$ cat config.mk
export PLATFORM = sky130hd
export DESIGN_NAME = bsort_ffs
export DESIGN_NICKNAME = d
export VERILOG_FILES = /design/src/hw/rtl/bsort_ffs.sv
export SDC_FILE = /design/constraint.sdc
export NUM_CORES = 1
export LEC_CHECK = 0
export BUFFER_PORTS_ARGS = -buffer_cell sky130_fd_sc_hd__buf_4
export CAP_MARGIN = 5
export CORE_AREA = 2 2 39 41
export DETAILED_ROUTE_END_ITERATION = 10
export DIE_AREA = 0 0 41 43
export PLACE_DENSITY = 0.3
export RECOVER_POWER = 25
export REMOVE_ABC_BUFFERS = 1
export SLEW_MARGIN = 30
export SYNTH_ARGS = -nofsm -noshare
export SYNTH_HDL_FRONTEND = slang
export SYNTH_SLANG_ARGS = --single-unit
export TNS_END_PERCENT = 20
$ cat constraint.sdc
create_clock -name vclk -period 1
set_input_delay 0.15 -clock vclk [all_inputs]
set_output_delay 0.15 -clock vclk [all_outputs]
set_load 0.01 [all_outputs]
$ cat src/hw/rtl/bsort_ffs.sv
module bsort_ffs #(
  parameter int WIDTH = 8,
  parameter int IDX_W = $clog2(WIDTH)
) (
  input  logic [WIDTH-1:0] vec,
  output logic             found,
  output logic [IDX_W-1:0] idx
);

  always_comb begin
    found = |vec;
    idx   = '0;
    for (int i = WIDTH - 1; i >= 0; i--) begin
      if (vec[i]) begin
        idx = IDX_W'(i);
      end
    end
  end

endmodule

Word level (Yosys, flattened, before mapping)

Index checks and enable logic that the tools add are counted.

Register bits: 0
Word-level logic and storage cells: 9
Bits of input ports: 8
Output and inout bits: 4

Mux-type cells: 8
Reduce and logical (&&, ||, !) cells: 1

Operators by type and width:

| cell               | count |
|---|---|
| 2-to-1 mux 3 bit   | 8 |
| OR reduction 8 bit | 1 |

Depth between registers and ports, before layout

Word-level depth: 8
Depth in mapped cells: 3
Depth with buffers taken out: 3

Least setup slack after synthesis

OpenSTA, ideal clock, no wires.

Kind: input -> output
Start point: input port vec[4]
End point: output port idx[0]
Data arrival time: 688 ps
Slack: 162 ps
Stages on the path: 1
Required time: 850 ps
Buffers on the path: 0
Cells stage by stage: o41ai_1

Longest elaborated chain between the ends: 5

Ends and longest elaborated chain:

| what                          | RTL line | text |
|---|---|---|
| start, declared               | 5        | `input logic [WIDTH-1:0] vec,` |
| 2-to-1 mux 3 bit (5 in a row) | 14       | `if (vec[i]) begin` |
| end, declared                 | 7        | `output logic [IDX_W-1:0] idx` |

No other way between the ends.

Worst setup path after layout

Start point: input port vec[5]
End point: output port idx[2]

Longest elaborated chain between the ends: 6

Ends and longest elaborated chain:

| what                          | RTL line |
|---|---|
| 2-to-1 mux 3 bit (6 in a row) | 14 |

No other way between the ends.

==> impl_metrics.py <==
metrics = {
    "critical_path": {
        "cp_max_fo": 3,
        "worstPathCellList": "buf_6, nor4_4, and3b_1, buf_6",
        "crit_top_cell": "buf_6",
        "start_kind": "primary input",
        "crit_path_top_delay_cell": "nor4_4",
        "arrival_ps": 840,
        "endpoint_kind": "primary output",
        "worstPathRequired_ps": 850,
        "max_stage_delay_ps": 260,
        "critPathKind": "primary input to primary output",
    },
    "power_and_ir_drop": {
        "finalPower_mw": 0.0725,
        "vdd_ir_drop_max_mv": 0.102,
        "seqPwrFrac_pct": 0,
        "clkPwrFrac_pct": 0,
        "cellPowerDensity_nw_per_um2": 343,
        "p_comb_share_pct": 100.0,
        "p_int_mw": 0.0420,
        "p_switching_mw": 0.0305,
        "p_sw_share_pct": 42.1,
        "p_leak_nw": 0.0942,
    },
    "cells_and_area": {
        "clkbuf_count": 0,
        "seq_cells": 0,
        "syn_to_final_growth_pct": 160,
        "layout-drive-gt1-share_pct": 52.0,
        "n_antenna_cell": 0,
        "regArea_sq_um": 0,
        "nets": 35,
    },
    "global_routing": {
        "grt_pass1_vias": 145,
        "grt_start_max_net_pins": 4,
        "overflow": 0,
        "grt.total_usage_pct": 4.40,
        "grt_pass1_wl_microns": 586,
        "antenna_found_initial": 0,
    },
    "logic_synthesis": {
        "synth_top_area_share_pct": 15.4,
        "synth_area_sq_um": 81.3,
        "syn_inst": 13,
        "ys_seq_area_share_pct": 0,
        "synth_area_leaders": "nor4_2 15%, nor2_1 14%, and3b_1 11%",
        "yosysUniqueCellTypes": 11,
        "ys_warn_count": 0,
        "yosysMostFrequentCell": "nor2_1",
        "yosysTopAreaCell": "nor4_2",
        "syn_area_per_cell_sq_um": 6.26,
    },
    "placed_design": {
        "hpwl_microns": 327,
        "dp_worst_setup_slack_ps": -41.8,
        "portBuffers": 12,
        "place.gp.congestion": 0.609,
    },
    "cts": {
        "ctsHoldBuffers": 0,
    },
    "timing": {
        "hold_violations": 0,
        "fin_tns_setup_ps": 0,
        "slew_headroom_pct": 81.8,
        "setup_ws_ps": 7.85,
        "fmax_ghz": 1.01,
        "tightest_slew_ps": 270,
        "period_share_pct": 99.2,
        "hold_slack_ps": 590,
        "final_max_slew_viol_count": 0,
        "rsz0062_at_grt": "true",
        "fin_crit_ps": 992,
        "finalSetupViolations": 0,
    },
    "detailed_routing": {
        "vias_per_cell": 3.27,
        "first_pass_iters": 2,
        "vias": 134,
        "wl_per_cell_microns": 8.68,
        "drt_iter0_drc": 4,
        "drtAntennaViolNets": 0,
        "finalWirelength_microns": 356,
        "drc": 0,
    },
    "die": {
        "floorplan.die_area_sq_um": 1760,
        "io_pins": 12,
        "design.core.area_sq_um": 1380,
        "die_h_microns": 43,
        "rows": 14,
        "floorplan.initialDensity_pct": 5.88,
        "die_x_microns": 41,
    },
    "outcome": {
        "status": "complete, no violations",
    },
    "min_path": {
        "hold_class": "primary input to primary output",
    },
    "job": {
        "cap_violations": 0,
    },
}
logic make-up (layout without fill, tap and decap cells):
group                  after synthesis  in the layout  share of synthesized area, %
AND/OR/NAND/NOR                      7              7                          53.8
AO/OA/AOI/OAI                        5              5                          41.5
buffers and inverters                1             13                          4.61
final timing paths:
path,from,end,slack [ps],cells after the start
worst max-delay path,vec[5],idx[2],8,4
worst min-delay path,vec[0],idx[0],590,3
metrics by stage:
step | std cells | utilization [%] | area, sq um
6_report | 41 | 15.3 | 211
5_1_grt | 41 | 15.3 | 211
4_1_cts | 41 | 15.3 | 211
3_5_place_dp | 41 | 13.8 | 191
3_3_place_gp | 41 | 13.8 | 191
2_1_floorplan | 13 | - | 81.3
cells in the final DEF, fill, tap and decap left out:
cell type,n
o41ai_1,1
o21bai_1,1
inv_1,1
a21oi_1,1
nand3_1,1
buf_6,3
nor4_4,1
buf_4,9
o21ai_0,1
nor2_1,3
a21boi_1,1
and3b_1,1
nor2b_1,1
critical path: cells and delay by family:
kind / cells / cell delay, ps
and+or+nand+nor: 2 / 470
buffers and inverters: 2 / 220
power by group through the flow:
stage / registers, mW / logic (mW) / clock network, mW
2_1_floorplan: 0 / 0.0197 / 0
3_3_place_gp: 0 / 0.0637 / 0
3_5_place_dp: 0 / 0.0648 / 0
4_1_cts: 0 / 0.0728 / 0
5_1_grt: 0 / 0.0800 / 0
6_report: 0 / 0.0725 / 0
metal layers:
metal | vias to the layer above | part of all wire [%] | track usage (%) | wire length, microns
li1 | 73 | - | - | -
met3 | 0 | 17 | 1.05 | 59
met1 | 49 | 60 | 8.23 | 213
met2 | 12 | 23 | 5.00 | 83
met5 | - | 0 | 0 | 0
met4 | 0 | 0 | 0 | 0
final cells by class:
class | instances | area [sq um]
fill | 160 | 1170
timing repair buffer | 12 | 101
multi-input combinational | 12 | 86.3
tap | 16 | 20.0
inverter | 1 | 3.75
what timing repair did:
action / 4_1_cts / 5_1_grt
pin swaps: 1 / 0
setup buffers: 0 / 0
resized for setup: 4 / 1
endpoints found under the setup margin: 1 / 2
Note: power is estimated with default switching activity, not from simulation.
