[src/hw/rtl/bsort_mem.sv]
module bsort_mem #(
  parameter int DEPTH = 512,
  parameter int WIDTH = 8,
  parameter int ADDR_W = (DEPTH > 1) ? $clog2(DEPTH) : 1
) (
  input  logic              clk,
  input  logic              we,
  input  logic [ADDR_W-1:0] waddr,
  input  logic [WIDTH-1:0]  wdata,
  input  logic [ADDR_W-1:0] raddr,
  output logic [WIDTH-1:0]  rdata
);

  logic [WIDTH-1:0] mem [DEPTH];

  always_ff @(posedge clk) begin
    if (we) begin
      mem[waddr] <= wdata;
    end
  end

  always_ff @(posedge clk) begin
    rdata <= mem[raddr];
  end

endmodule

[config.mk]
export PLATFORM = sky130hd
export DESIGN_NAME = bsort_mem
export DESIGN_NICKNAME = d
export VERILOG_FILES = /design/src/hw/rtl/bsort_mem.sv
export SDC_FILE = /design/constraint.sdc
export NUM_CORES = 2
export LEC_CHECK = 0
export BUFFER_PORTS_ARGS = -buffer_cell sky130_fd_sc_hd__buf_4
export CORE_ASPECT_RATIO = 0.75
export CORE_MARGIN = 4
export CORE_UTILIZATION = 45
export DETAILED_ROUTE_END_ITERATION = 12
export PLACE_DENSITY = 0.65
export SLEW_MARGIN = 30
export SYNTH_ARGS = -nofsm -noshare
export SYNTH_HDL_FRONTEND = slang
export SYNTH_SLANG_ARGS = --single-unit
export TNS_END_PERCENT = 100
[constraint.sdc]
create_clock -name clk -period 8.4 [get_ports clk]
set_input_delay 2.52 -clock clk [delete_from_list [all_inputs] [get_ports clk]]
set_output_delay 2.52 -clock clk [all_outputs]
set_load 0.1 [all_outputs]
* Yosys cells after proc, flatten, opt, wreduce, memory -nomap -nowiden
Memory sizes are Yosys's and may differ from the RTL's. A register that Yosys moved wholly into a read port is not among the register bits. Cells that the tools add are included.
Word-level totals: flip-flop bits (word level) 0, memory bits (writable) 4096, input bits 28, output and inout port bits 8, logic and storage cells 3, memories 1
Memory list:
- mem | words 512, width 8, rd ports 1, clocked after Yosys merged registers in 1, write ports 1, line 14 | logic [WIDTH-1:0] mem [DEPTH];
Cells by class: muxes and demuxes 2
Operators with widths (count):
- $mux W1 | 2

* Depth between registers and ports, before layout
depth after elaboration 2, mapped depth 12

* Worst setup path after synthesis
OpenSTA, ideal clock, no wires.
path kind input port to flip-flop, start input raddr[0], end register rdata[0], read port of mem, arrival 4.374 ns, required time 8.282 ns, setup slack 3.908 ns, stages on the path 10, buffers on the path 4, cells stage by stage buf_4 buf_12 buf_12 buf_2 mux4_2 o21ai_0 nand3_1 nand4_1 o21ai_0 o2111a_1
RTL lines:
- from (decl) | line 10 | input logic [ADDR_W-1:0] raddr,
- to (decl) | line 11 | output logic [WIDTH-1:0] rdata

==> results_tabular.tex <==
\begin{tabular}{lr}
\hline
Metric & Value \\
\hline
\multicolumn{2}{l}{\textbf{Power and ir drop}} \\
Internal power summed over all cells & 32.3 mW \\
Switching share of total power & 0.216 \\
Peak supply drop & 0.000177 V \\
Leakage dissipation & 55.1 nW \\
Combinational share of power & 0.051 \\
Clock network fraction of design power & 0.401 \\
Switching power & 8.92 mW \\
Power share of the sequential group & 0.548 \\
Pwr per Cell Area & 233 nW/um2 \\
\multicolumn{2}{l}{\textbf{Global route}} \\
Number of global-route vias before repair & 79,700 \\
Grt total ovfl & 0 \\
Global-route wire length before repair & 597,000 um \\
Total global-route track usage & 0.226 \\
Number of antenna violations at the first check in global routing & 20 \\
Maximum number of pins on one net before global-route repair & 193 \\
\multicolumn{2}{l}{\textbf{Cells and area}} \\
Area added between synthesis and finish & 10.7\% \\
Nets & 8,121 \\
Share of layout cells above drive strength 1 & 0.170 \\
\multicolumn{2}{l}{\textbf{STA}} \\
Number of pins exceeding their max-slew limit in the final report & 0 \\
Final TNS setup & 0 ps \\
Final Hold Vio Count & 0 \\
Worst Tran Pin Value & 1210 ps \\
Maximum frequency from static timing analysis & 0.165 GHz \\
Minimum clock period & 6080 ps \\
Worst clock skew & 42.2 ps \\
Final worst slack & 2320 ps \\
Period utilisation layout & 0.723 \\
Rel. slew slack & 0.192 \\
Unrepaired setup endpoints after global routing & no \\
Final setup viols & 0 \\
\multicolumn{2}{l}{\textbf{Synth}} \\
Syn\_area\_per\_cell & 19.9 um2 \\
Combinational family with the most area after synthesis & multiplexers \\
Sequential-to-total area share from yosys stat & 0.770 \\
Count of yosys warnings during synthesis & 0 \\
Synthesized instance count & 8,030 \\
Count of unique library cells instantiated by Yosys & 51 \\
Cell types occupying the most area after synthesis & sky130\_fd\_sc\_hd\_\_edfxtp\_1 (77\%), sky130\_fd\_sc\_hd\_\_mux4\_2 (9.2\%), sky130\_fd\_sc\_hd\_\_mux2i\_1 (5.0\%) \\
Mux contribution to synthesized area & 0.142 \\
Top flip-flop cell by instance count after synthesis & sky130\_fd\_sc\_hd\_\_edfxtp\_1 \\
Xor and xnor fraction of the mapped netlist area & 0 \\
Complex-gate fraction of the synthesized area & 0.0431 \\
Post-synthesis share of cell area spent on and, or, nand and nor gates & 0.0263 \\
Post-synthesis share of cell area spent on full adders, half adders and majority gates & 0 \\
Number of storage elements in the synthesis netlist & 4,104 \\
Top cell type by total area after synthesis & sky130\_fd\_sc\_hd\_\_edfxtp\_1 \\
Syn\_nets & 8,058 \\
Cell area after technology mapping & 160,000 um2 \\
Fraction of registers with async set or reset after synthesis & 0 \\
EDFF count, synth & 4,096 \\
Area share of the largest cell type after synthesis & 0.769 \\
\multicolumn{2}{l}{\textbf{Run status}} \\
Run status & completed \\
\multicolumn{2}{l}{\textbf{Clock tree}} \\
Worst skew pair latency & 920 ps \\
Hold-fix buffers at CTS & 0 \\
Clock root cell & sky130\_fd\_sc\_hd\_\_clkbuf\_16 \\
Post-cts repair resize count & 0 \\
Number of sinks handled by clock tree synthesis & 4,104 \\
Inserted Clock Buffers & 375 \\
Number of H-tree levels & 5 \\
Maximum count of clock buffers along a single path & 4 \\
Post-CTS Setup Inserts & 0 \\
CTS clk-pin slew, worst paths & 60 ps \\
CTS tree & yes \\
\multicolumn{2}{l}{\textbf{Setup path}} \\
Most frequent cell on the critical path & sky130\_fd\_sc\_hd\_\_buf\_12 \\
CP Buf/Inv Count & 3 \\
Slowest-stage cell, CP & sky130\_fd\_sc\_hd\_\_nand4\_1 \\
Critical path peak fanout & 97 \\
Critical path class & in2reg \\
Worst path cell trace & buf\_8, nand2b\_4, buf\_12, buf\_12, o221ai\_1, o22ai\_1, o21ai\_0, nand4\_1, nand2\_1, o2111a\_1 \\
Slowest cell delay on critical path & 830 ps \\
Crit path required time & 9260 ps \\
CP Launch Type & input pin \\
Worst path top cell family by delay & simple AND/OR/NAND/NOR gates \\
CP arrival & 6930 ps \\
Category of the worst setup path capture point & register \\
\multicolumn{2}{l}{\textbf{Floorplanning}} \\
Num ports & 36 \\
DIE WIDTH & 696 um \\
Core Region & 354,000 um2 \\
Effective utilization at floorplan & 0.452 \\
Die Height & 524 um \\
Die footprint & 365,000 um2 \\
Row count & 189 \\
\multicolumn{2}{l}{\textbf{Place}} \\
Detail Placement HPWL & 250,000 um \\
Setup slack after placement & 1650 ps \\
Count of input and output buffers & 35 \\
RePlAce Congestion & 0.887 \\
\multicolumn{2}{l}{\textbf{Drt}} \\
DRC & 0 \\
Routed wire length & 419,000 um \\
Detailed Route Iter0 Violations & 12,100 \\
Vias after detailed routing & 82,700 \\
Vias per cell & 6.32 \\
Post-DRT Antenna Nets & 0 \\
DRT Pass-1 Iters & 9 \\
Routed wire per std cell & 32.0 um \\
\multicolumn{2}{l}{\textbf{Job}} \\
Max-cap violations & 0 \\
\multicolumn{2}{l}{\textbf{Worst hold path}} \\
Class of the worst hold path & reg2reg \\
\hline
\end{tabular}
path summary, 6_finish.rpt:
kind	from	endpoint	slack [ps]	cells past startpoint
max	raddr[1]	rdata[3]$_DFF_P_	2320	10
min reg2reg	mem[314][2]$_DFFE_PP_	rdata[2]$_DFF_P_	1320	7
min	mem[314][2]$_DFFE_PP_	rdata[2]$_DFF_P_	1320	7
max reg2reg	mem[459][3]$_DFFE_PP_	rdata[3]$_DFF_P_	5330	7
layer usage:
metal / up-vias / track usage / wire, um / part of all wire
met5: - / 0 / 138 / 0.00033
met4: 16 / 0.0564 / 10900 / 0.026
met3: 636 / 0.0588 / 48500 / 0.12
met2: 4725 / 0.325 / 184000 / 0.44
met1: 43700 / 0.345 / 176000 / 0.42
li1: 33600 / - / - / -
tightest hold or removal path, delay by kind of cell (launching register included):
family                 cells  cell delay, ps
buffers and inverters      1             130
AOI/OAI and AO/OA          3             450
and+or+nand+nor            2             190
muxes                      1             150
DFF                        1             350
stage by stage:
stage | power, mW | std cells | cell area, um2 | utilization | hold slack, ps
after global routing | 42.4 | 13100 | 177000 | 0.500 | 1360
after CTS | 41.4 | 13100 | 177000 | 0.500 | 1320
final | 41.2 | 13100 | 177000 | 0.500 | 1320
after global placement | 25.1 | 12400 | 165000 | 0.467 | 1270
after detailed placement | 25.1 | 12400 | 165000 | 0.467 | 1300
after floorplan | 24.1 | 8030 | 160000 | - | 938
state kept, by name, indices dropped and copies added, names as in the netlist:
signal / flops
rdata: 8
mem: 4096
cells in the mapped netlist, drive strengths merged, types with 6 or more instances:
| cell | number |
|---|---|
| edfxtp | 4096 |
| mux2i | 797 |
| mux4 | 654 |
| nor2 | 597 |
| o221ai | 372 |
| clkbuf | 265 |
| buf | 248 |
| a21oi | 194 |
| o22ai | 163 |
| o21ai | 119 |
| nand2 | 111 |
| nor3 | 109 |
| a22oi | 61 |
| nand3 | 36 |
| nor4 | 36 |
| nand4 | 32 |
| and2 | 20 |
| a211oi | 17 |
| o31ai | 13 |
| dfxtp | 8 |
| nor3b | 8 |
| o2111a | 8 |
| o41ai | 7 |
| nor2b | 6 |
| o311ai | 6 |
| or3 | 6 |
area by class of cell:
type / count / area (um2)
multi-input cells: 3410 / 34200
clock buffers: 462 / 9860
repair buffers: 199 / 2220
inverters: 3 / 18.8
well taps: 4679 / 5850
clock inverters: 205 / 1700
fillers: 27900 / 177000
diodes: 16 / 40.0
flip-flops and latches: 4104 / 123000
power by group through the flow:
stage | combinational [mW] | sequential [mW] | clock (mW)
2_1_floorplan | 1.07 | 23.1 | 0
3_3_place_gp | 2.05 | 23.0 | 0
3_5_place_dp | 2.09 | 23.0 | 0
4_1_cts | 2.09 | 22.6 | 16.7
5_1_grt | 2.19 | 22.6 | 17.6
6_report | 2.11 | 22.6 | 16.5
cell families after synthesis:
kind of cell / after synthesis
buffers and inverters: 516
flip-flops: 4104
AO/OA/AOI/OAI: 979
AND/OR/NAND/NOR: 980
multiplexers: 1451
layout by cell type (no fill, tap or decap), types with 97 or more instances in the layout:
cell type / Yosys / final
sky130_fd_sc_hd__mux2i_1: 797 / 797
sky130_fd_sc_hd__edfxtp_1: 4096 / 4096
sky130_fd_sc_hd__buf_4: 70 / 139
sky130_fd_sc_hd__clkbuf_16: 0 / 381
sky130_fd_sc_hd__mux4_2: 654 / 654
sky130_fd_sc_hd__nand2_1: 111 / 97
sky130_fd_sc_hd__a21oi_1: 194 / 194
sky130_fd_sc_hd__o22ai_1: 163 / 163
sky130_fd_sc_hd__nor2_1: 597 / 575
sky130_fd_sc_hd__nor3_1: 109 / 106
sky130_fd_sc_hd__o21ai_0: 118 / 116
sky130_fd_sc_hd__o221ai_1: 371 / 371
No activity file was read; power rests on OpenSTA's default activity.
